## src/nbrp_pkg.sv

```systemverilog
// Package for the nonzero-balanced row partition core.
// Holds sizes, field codes, sequencer states and the weight-unit control struct.
// No dependencies.
`default_nettype none

package nbrp_pkg;

    // Storage sizes
    localparam int OFFSET_DEPTH = 4096;
    localparam int MAX_DEVICES  = 16;

    // Field widths
    localparam int VALUE_W   = 32;
    localparam int DEV_ID_W  = 16;
    localparam int OUT_ROW_W = 12;

    // Derived widths
    localparam int ROW_W   = $clog2(OFFSET_DEPTH);
    localparam int CNT_W   = $clog2(OFFSET_DEPTH + 1);
    localparam int DCNT_W  = $clog2(MAX_DEVICES + 1);
    localparam int DIDX_W  = (MAX_DEVICES > 1) ? $clog2(MAX_DEVICES) : 1;
    // prefix weight: signed offset difference plus row number
    localparam int PW_W    = VALUE_W + 2;
    // prefix weight scaled by the device count, and the running target
    localparam int PROD_W  = PW_W + DCNT_W + 1;
    localparam int DIFF_W  = PROD_W + 1;

    // Item kinds
    localparam logic KIND_OFFSET = 1'b0;
    localparam logic KIND_DEVICE = 1'b1;

    // Sequencer states
    typedef enum logic [3:0] {
        S_LOAD,
        S_INIT,
        S_TOT,
        S_TOT2,
        S_DEV,
        S_SCHK,
        S_RD,
        S_PW,
        S_MUL,
        S_CMP,
        S_EMIT
    } t_state;

    // What a weight evaluation feeds back into
    typedef enum logic [1:0] {
        RET_SRCH,
        RET_ABOVE,
        RET_BELOW
    } t_ret;

    // Weight unit control
    typedef struct packed {
        logic pw_en;
        logic use_last;
        logic mul_en;
    } t_wu_ctrl;

endpackage : nbrp_pkg

`default_nettype wire

```

## src/nbrp_weight_unit.sv

```systemverilog
// Shared arithmetic unit: prefix weight of a row, then scaled by the device count.
// Two register stages (subtract/add, multiply). Depends on nbrp_pkg.
`default_nettype none

module nbrp_weight_unit
    import nbrp_pkg::*;
(
    input  wire logic                     i_clk,
    input  wire t_wu_ctrl                 i_ctrl,
    input  wire logic [VALUE_W-1:0]       i_rdata,
    input  wire logic [VALUE_W-1:0]       i_off_last,
    input  wire logic [VALUE_W-1:0]       i_off0,
    input  wire logic [ROW_W-1:0]         i_addr,
    input  wire logic [DCNT_W-1:0]        i_k,
    output logic signed [PW_W-1:0]        o_pw,
    output logic signed [PROD_W-1:0]      o_prod
);

    logic [VALUE_W-1:0]       src;
    logic signed [PROD_W-1:0] k_ext;
    logic signed [PROD_W-1:0] pw_ext;

    assign src    = i_ctrl.use_last ? i_off_last : i_rdata;
    assign k_ext  = PROD_W'($signed({1'b0, i_k}));
    assign pw_ext = PROD_W'(o_pw);

    // Prefix weight: offset[r] - offset[0] + r, exact in PW_W signed bits
    always_ff @(posedge i_clk) begin
        if (i_ctrl.pw_en) begin
            o_pw <= $signed(PW_W'(src) - PW_W'(i_off0) + PW_W'(i_addr));
        end
    end

    // Scale by the device count
    always_ff @(posedge i_clk) begin
        if (i_ctrl.mul_en) begin
            o_prod <= pw_ext * k_ext;
        end
    end

endmodule : nbrp_weight_unit

`default_nettype wire

```

## config.mk

```make
export PLATFORM = sky130hd
export DESIGN_NAME = nbrp_weight_unit
export DESIGN_NICKNAME = d
export VERILOG_FILES = /design/src/nbrp_pkg.sv /design/src/nbrp_weight_unit.sv
export SDC_FILE = /design/constraint.sdc
export NUM_CORES = 1
export LEC_CHECK = 0
export BUFFER_PORTS_ARGS = -buffer_cell sky130_fd_sc_hd__clkbuf_2
export CORE_ASPECT_RATIO = 0.6
export CORE_MARGIN = 1
export CORE_UTILIZATION = 51
export CTS_CLUSTER_DIAMETER = 150
export DETAILED_ROUTE_END_ITERATION = 12
export GPL_TIMING_DRIVEN = 0
export HOLD_SLACK_MARGIN = 0.06
export PLACE_DENSITY = 0.83
export SLEW_MARGIN = 20
export SYNTH_ARGS = -nofsm -noshare
export SYNTH_HDL_FRONTEND = slang
export SYNTH_SLANG_ARGS = --single-unit
```

## constraint.sdc

```tcl
create_clock -name i_clk -period 6.9 [get_ports i_clk]
set_clock_uncertainty 0.2 [all_clocks]
set_input_delay 1.38 -clock i_clk [delete_from_list [all_inputs] [get_ports i_clk]]
set_output_delay 1.38 -clock i_clk [all_outputs]
set_load 0.02 [all_outputs]
```

== After elaboration in Yosys (flattened, before gate mapping) ==
Cells that the tools add are included.
Widths: inputs -> output; s select.
Operators by class
  mux-type cells: 1
  multipliers: 1
  $add $sub $neg: 2
Operators with widths (number)
  $mul 34x6->40: 1
  $add 33x13->34: 1
  $sub 32x32->33: 1
  $mux 32: 1
Word-level totals
  word-level logic and storage cells: 6
  bits in registers: 74
  output and inout bits: 74
  input port bits: 117

== Longest topological paths before layout ==
Gate-level depths: netlist of run 1.
  word-level depth: 3
  mapped depth: 21
  gate-level depth less buffers: 19

== Least setup slack after synthesis of run 1 ==
Ideal clock, no wire load.
  path kind: input -> register
  start point: input i_k[1]
  end point: register o_prod[39], data pin
  path buffers: 2
  required time: 6.440 ns
  setup slack: 0.830 ns
  cell stages on the path: 19
  arrival: 5.610 ns
  cell sequence: clkbuf_1 and2_1 fa_1 fa_1 inv_1 fa_1 inv_1 ha_1 clkbuf_1 a21oi_1 o22ai_1 a211oi_1 o21bai_1 o21a_1 o21a_1 a2111oi_0 o21bai_1 a21oi_1 xnor2_1
Between the ends
  cells in the longest elaborated chain, start to end: 1
RTL lines
  start: declaration: line nbrp_weight_unit.sv:14  | input wire logic [DCNT_W-1:0] i_k,
  $mul 34x6->40: line nbrp_weight_unit.sv:37  | o_prod <= pw_ext * k_ext;
  end signal: assignment: line nbrp_weight_unit.sv:37
  end: declaration: line nbrp_weight_unit.sv:16  | output logic signed [PROD_W-1:0] o_prod
Every way passes these cells.
A chain may end at the register's enable or synchronous reset.

== Worst setup path in the final report of run 1 ==
  start point: input i_k[2]
  end point: register o_prod[39], data pin
The elaborated chain is that of the path after synthesis.

==> results of run 1 <==
[per-layer routing]
layer	vias to the layer above	global-route usage, %	wire, um
li1	4556	-	-
met1	4590	35.8	12700
met2	286	39.3	12000
met3	22	5.47	2220
met4	0	4.58	260
met5	-	0	0
[sequential cells by signal, indices dropped and copies added (netlist names)]
| signal | flops |
|---|---|
| o_prod | 40 |
| o_pw | 34 |
[layout by cell type, fill, tap and decap left out, types with 31 or more instances in the layout]
master    Yosys  layout
edfxtp_1     74      74
clkbuf_2      0     194
a21oi_1      78      78
and2_1      166     166
xnor2_1      57      57
fa_1        105     105
ha_1        121     121
nand2_1      66      66
inv_1       204     204
nor2_1       48      48
xor2_1       31      31
[logic make-up (layout without fill, tap and decap cells)]
family                   count (synthesis)  count (layout)  share of synthesized area [%]
AND/OR/NAND/NOR                        366             366                           18.1
buffers and inverters                  237             441                           7.93
adder cells (fa/ha/maj)                226             226                           31.6
AO/OA/AOI/OAI                          224             224                           12.7
XOR/XNOR                                89              89                           6.88
flip-flops                              74              74                           19.4
multiplexers                            34              34                           3.31
other                                    0               1                              0
[where the power goes]
| group | internal (mW) | total [mW] | leakage, nW | switching (mW) |
|---|---|---|---|---|
| clock network | 0.312 | 0.498 | 0.151 | 0.186 |
| registers | 0.903 | 1.03 | 0.725 | 0.126 |
| logic | 1.81 | 4.40 | 5.59 | 2.59 |
| total | 3.02 | 5.93 | 6.47 | 2.90 |
[layout make-up]
type	instances	area (sq um)	share of cell area, %
diodes	1	2.50	0.0192
plain buffers	33	149	1.14
clock buffers	9	225	1.72
clock inverters	6	82.6	0.632
inverters	204	766	5.86
multi-input cells	939	8310	63.6
flip-flops and latches	74	2220	17.0
well taps	286	358	2.74
repair buffers	189	946	7.24
[repair_timing]
item,in CTS,in global routing
hold endpoints to repair,0,0
gates resized for setup,4,8
buffers inserted,0,0
endpoints found under the setup margin,5,8
cloned,0,0
[cell usage after synthesis (10+ instances only)]
cell,instances
a21o_1,22
a21oi_1,78
and2_1,166
clkbuf_1,23
edfxtp_1,74
fa_1,105
ha_1,121
inv_1,204
mux2_2,30
nand2_1,66
nand2b_1,10
nand3_1,15
nand4_1,11
nor2_1,48
nor3_1,10
o21a_1,17
o21ai_0,30
o21bai_1,13
xnor2_1,57
xor2_1,31
[critical path, cell delays in order]
cell	delay, ns
clkbuf_2	0.17
clkbuf_1	0.46
and2_1	0.24
fa_1	0.39
inv_1	0.08
fa_1	0.43
fa_1	0.58
inv_1	0.05
ha_1	0.27
clkbuf_1	0.19
a21oi_1	0.19
o21ai_0	0.14
a211oi_2	0.40
o21bai_1	0.26
o21a_1	0.25
o21a_1	0.23
a2111oi_0	0.42
o21bai_1	0.13
a21oi_1	0.19
xnor2_1	0.08
[worst paths after layout]
kind / end / slack, ns
setup / recovery: o_prod[39]$_DFFE_PP_ / 0.24
hold / removal: o_prod[0]$_DFFE_PP_ / 0.54
hold reg to reg: o_prod[0]$_DFFE_PP_ / 0.54
setup reg to reg: o_prod[39]$_DFFE_PP_ / 1.26
==> flow_metrics.env, run 1 <==
export IMPL_dieArea_sq_um=23000
export IMPL_rows=42
export IMPL_slew_limit_headroom_pct=30.5
export IMPL_period_needed_ns=6.66
export IMPL_max_cap_violations=0
export IMPL_avgSynthCellArea_sq_um=9.15
export IMPL_setup_violations=0
export IMPL_rr_startpoint="o_pw[3]$_DFFE_PP_"
export IMPL_synth_area_sq_um=11400
export IMPL_rsz0062_at_grt="true"
export IMPL_gp_congestion=0.934
export IMPL_drive_above_1_share_pct=19.1
export IMPL_port_buffers=189
export IMPL_post_dp_cell_area_sq_um=12700
export IMPL_synth_top_cell_by_area="edfxtp_1"
export IMPL_syn_instance_count=1250
export IMPL_slew_viol_final=0
export IMPL_drt_iter0_markers=601
export IMPL_tightest_slew_ns=1.04
export IMPL_wl_per_cell_um=15.6
export IMPL_fill_cells=1942
export IMPL_area_delta_synth_final_pct=14.3
export IMPL_synth_top_area_share_pct=19.4
export IMPL_viasPerCell=5.43
export IMPL_synth_warnings=0
export IMPL_ys_ff_latch=74
export IMPL_dpl_hpwl_mm=22.9
export IMPL_first_pass_iters=7
export IMPL_worstSetupEndpointType="register"
export IMPL_cp_required_ns=6.80
export IMPL_power_mw=5.93
export IMPL_dp_cells=1725
export IMPL_cts_tree="done"
export IMPL_syn_nets=1593
export IMPL_r2r_cells=17
export IMPL_cts_hold_buf=0
export IMPL_clkSlewWorstSetupHoldPaths_ns=0.06
export IMPL_drtAntennaViolNets=0
export IMPL_route_detailed_drc=0
export IMPL_htreeDepth=3
export IMPL_cts_root_buffer="clkbuf_16"
export IMPL_overflow=0
export IMPL_period_share_pct=96.5
export IMPL_fin_ws_ns=0.239
export IMPL_critPathKind="primary input to register"
export IMPL_ios=191
export IMPL_numCtsBuffers=9
export IMPL_finalHoldViolCount=0
export IMPL_grt_max_degree=41
export IMPL_start_kind="primary input"
export IMPL_peakVddDrop_v=0.000283
export IMPL_core_area_sq_um=22000
export IMPL_path_max_fanout=10
export IMPL_grt_pass1_wl_mm=45.9
export IMPL_vias=9454
export IMPL_startpoint="i_k[2]"
export IMPL_dp_slack_ns=-0.532
export IMPL_layout_nets=1793
export IMPL_dieHeight_um=118
export IMPL_final_cells=1741
export IMPL_synth_async_sr_flop_share_pct=0
export IMPL_antenna_found_initial=0
export IMPL_synth_area_leaders="edfxtp_1, fa_1, ha_1"
export IMPL_p_per_area_nw_per_um2=454
export IMPL_yosysSeqAreaShare_pct=19.4
export IMPL_fp_dieW_um=195
export IMPL_cts_path_max_buffers=2
export IMPL_status="complete, no violations"
export IMPL_critical_path_arrival_ns=6.56
export IMPL_synth_ff_type="edfxtp_1"
export IMPL_fin_area_sq_um=13100
export IMPL_grt_pass1_vias=9485
export IMPL_track_usage_pct=25.1
export IMPL_hold_depth=1
export IMPL_start_util_pct=51.9
export IMPL_fin_tns_setup_ns=0
export IMPL_hold_slack_ns=0.537
export IMPL_yosysUniqueCellTypes=70
export IMPL_clk_latency_ns=0.35
export IMPL_min_from="o_pw[0]$_DFFE_PP_"
export IMPL_drt_wl_total_mm=27.2
export IMPL_p_leak_nw=6.47
export IMPL_clock_sinks=74
export IMPL_hp_class="register to register"
export IMPL_synth_edff_count=74
export IMPL_fin_util_pct=59.3
export IMPL_fmaxAchievable_mhz=150
Note: power is estimated with default switching activity, not from simulation.
==> run 2: changes to the inputs <==
--- a/config.mk
+++ b/config.mk
@@ -6,14 +6,16 @@
 export NUM_CORES = 1
 export LEC_CHECK = 0
 export BUFFER_PORTS_ARGS = -buffer_cell sky130_fd_sc_hd__clkbuf_2
+export CELL_PAD_IN_SITES_DETAIL_PLACEMENT = 1
+export CELL_PAD_IN_SITES_GLOBAL_PLACEMENT = 1
 export CORE_ASPECT_RATIO = 0.6
 export CORE_MARGIN = 1
-export CORE_UTILIZATION = 51
+export CORE_UTILIZATION = 45
 export CTS_CLUSTER_DIAMETER = 150
 export DETAILED_ROUTE_END_ITERATION = 12
 export GPL_TIMING_DRIVEN = 0
 export HOLD_SLACK_MARGIN = 0.06
-export PLACE_DENSITY = 0.83
+export PLACE_DENSITY = 0.93
 export SLEW_MARGIN = 20
 export SYNTH_ARGS = -nofsm -noshare
 export SYNTH_HDL_FRONTEND = slang
==> run 2 against run 1 <==
Net effect:
- largest power group unchanged
- worst setup slack better by 0.0055 ns
- maximum frequency about the same
- hold slack gained 0.074 ns
- critical endpoint unchanged
- cell area increased by 0.33%
- power up 4.6%
- clock-buffer cell count is the same
- cell count rose by 2.2%
- clock power fell by 4.6%
==> flow_metrics.env, run 2 (synthesized netlist as in run 1, its figures left out) <==
export IMPL_tightest_slew_ns=0.987
export IMPL_slew_limit_headroom_pct=34.2
export IMPL_track_usage_pct=26.7
export IMPL_rows=44
export IMPL_grt_pass1_vias=10700
export IMPL_largest_reg_flops=40
export IMPL_slew_viol_final=0
export IMPL_cpMaxStageDelayCell="fa_1"
export IMPL_clkSlewWorstSetupHoldPaths_ns=0.06
export IMPL_route_detailed_drc=0
export IMPL_wl_met1_mm=15.4
export IMPL_dieHeight_um=125
export IMPL_status="complete, no violations"
export IMPL_grt_pass1_wl_mm=54.9
export IMPL_p_per_area_nw_per_um2=473
export IMPL_dp_cells=1761
export IMPL_drt_iter0_markers=418
export IMPL_p_leak_nw=6.48
export IMPL_cp_top_family="compound AO/OA/AOI/OAI gates"
export IMPL_rsz0062_at_grt="false"
export IMPL_clk_latency_ns=0.35
export IMPL_cts_tree="done"
export IMPL_p_seq_share_pct=16.8
export IMPL_switching_share_pct=50.7
export IMPL_layout_common_cells="inv_1, clkbuf_2, and2_1, ha_1, fa_1"
export IMPL_combPwrFrac_pct=75.5
export IMPL_largestRegisters="o_prod x40, o_pw x34"
export IMPL_viasPerCell=5.51
export IMPL_numCtsBuffers=9
export IMPL_met3_length_mm=1.69
export IMPL_layout_nets=1795
export IMPL_internal_power_mw=3.06
export IMPL_drtAntennaViolNets=0
export IMPL_power_switching_mw=3.14
export IMPL_core_area_sq_um=24600
export IMPL_highest_layer="met4"
export IMPL_start_util_pct=46.6
export IMPL_final_cells=1779
export IMPL_setup_violations=0
export IMPL_power_frac_clock_pct=7.7
export IMPL_power_mw=6.20
export IMPL_dieArea_sq_um=26100
export IMPL_post_dp_cell_area_sq_um=12800
export IMPL_dp_slack_ns=-0.780
export IMPL_period_share_pct=96.5
export IMPL_critPathKind="primary input to register"
export IMPL_drt_wl_total_mm=33.7
export IMPL_hp_class="register to register"
export IMPL_first_pass_iters=5
export IMPL_wl_per_cell_um=18.9
export IMPL_fin_ws_ns=0.244
export IMPL_htreeDepth=3
export IMPL_area_delta_synth_final_pct=14.6
export IMPL_cts_path_max_buffers=2
export IMPL_antenna_found_initial=0
export IMPL_layout_commonest_cell="inv_1"
export IMPL_cts_hold_buf=0
export IMPL_grt_max_degree=41
export IMPL_route_met2_wl_mm=16.3
export IMPL_cp_required_ns=6.80
export IMPL_fp_dieW_um=208
export IMPL_crit_chain="clkbuf_2, buf_1, and2_1, ha_1, fa_1, inv_1, fa_1, inv_1, ha_1, a2111oi_0, o21ai_0, a31o_2, a21oi_1, nand2_1, o21a_1, a2111oi_0, o21bai_1, a21oi_1, xnor2_1"
export IMPL_ios=191
export IMPL_largest_register="o_prod"
export IMPL_drive_above_1_share_pct=19.4
export IMPL_critical_path_arrival_ns=6.55
export IMPL_fin_tns_setup_ns=0
export IMPL_worst_path_buf_inv=4
export IMPL_start_kind="primary input"
export IMPL_peakVddDrop_v=0.000296
export IMPL_fin_area_sq_um=13100
export IMPL_slowest_delay_ns=0.55
export IMPL_overflow=0
export IMPL_gp_congestion=0.890
export IMPL_clock_sinks=74
export IMPL_cts_root_buffer="clkbuf_16"
export IMPL_port_buffers=189
export IMPL_worstSetupEndpointType="register"
export IMPL_fmaxAchievable_mhz=150
export IMPL_dpl_hpwl_mm=28.3
export IMPL_period_needed_ns=6.66
export IMPL_path_max_fanout=10
export IMPL_finalHoldViolCount=0
export IMPL_vias=9800
export IMPL_max_cap_violations=0
[run 2: changes by cell type in the layout (fill, tap and decap cells not counted), sizes merged]
cell,previous run,this run
clkbuf,219,217
clkinvlp,1,0
bufinv,2,1
clkinv,3,5
buf,12,16
[run 2: power by group through the flow]
stage / Sequential (mW) / Combinational (mW) / Clock, mW
final: 1.04 / 4.68 / 0.475
after global routing: 1.06 / 5.21 / 0.495
after CTS: 1.04 / 4.67 / 0.481
after detailed placement: 1.05 / 4.59 / 0
after global placement: 1.04 / 4.26 / 0
after floorplan: 1.21 / 3.15 / 0
[run 2: what timing repair did]
item	CTS	global route
cloned	0	0
setup buffers	0	2
gates resized for setup	6	14
pin swaps	0	1
endpoints found under the setup margin	8	7
endpoints found under the hold margin	0	0
[run 2: final cells by class]
cell class	instances	area (sq um)
clock buffer	9	225
sequential	74	2220
tap	322	403
buffer	33	155
antenna	1	2.50
clock inverter	6	58.8
timing repair buffer	191	961
fill	2955	11400
multi-input combinational	939	8310
inverter	204	766
[run 2: layer usage]
| layer | global-route usage (%) | up-vias |
|---|---|---|
| met1 | 35.7 | 4967 |
| li1 | - | 4559 |
| met3 | 4.30 | 24 |
| met2 | 46.3 | 250 |
| met4 | 3.83 | 0 |
| met5 | 0 | - |
[run 2: path summary, 6_finish.rpt]
kind / start / end / slack [ns] / depth (start not counted)
worst min-delay path: o_pw[0]$_DFFE_PP_ / o_prod[0]$_DFFE_PP_ / 0.61 / 1
worst max register to register: o_pw[10]$_DFFE_PP_ / o_prod[39]$_DFFE_PP_ / 1.26 / 19
worst max-delay path: i_k[3] / o_prod[39]$_DFFE_PP_ / 0.24 / 19
worst min register to register: o_pw[0]$_DFFE_PP_ / o_prod[0]$_DFFE_PP_ / 0.61 / 1
[run 2: stage by stage]
step	util [%]	hold slack [ns]
global route	53.4	0.617
global placement	52.1	0.504
detailed placement	52.1	0.578
CTS	53.3	0.600
finish	53.4	0.611
floorplan	-	0.542
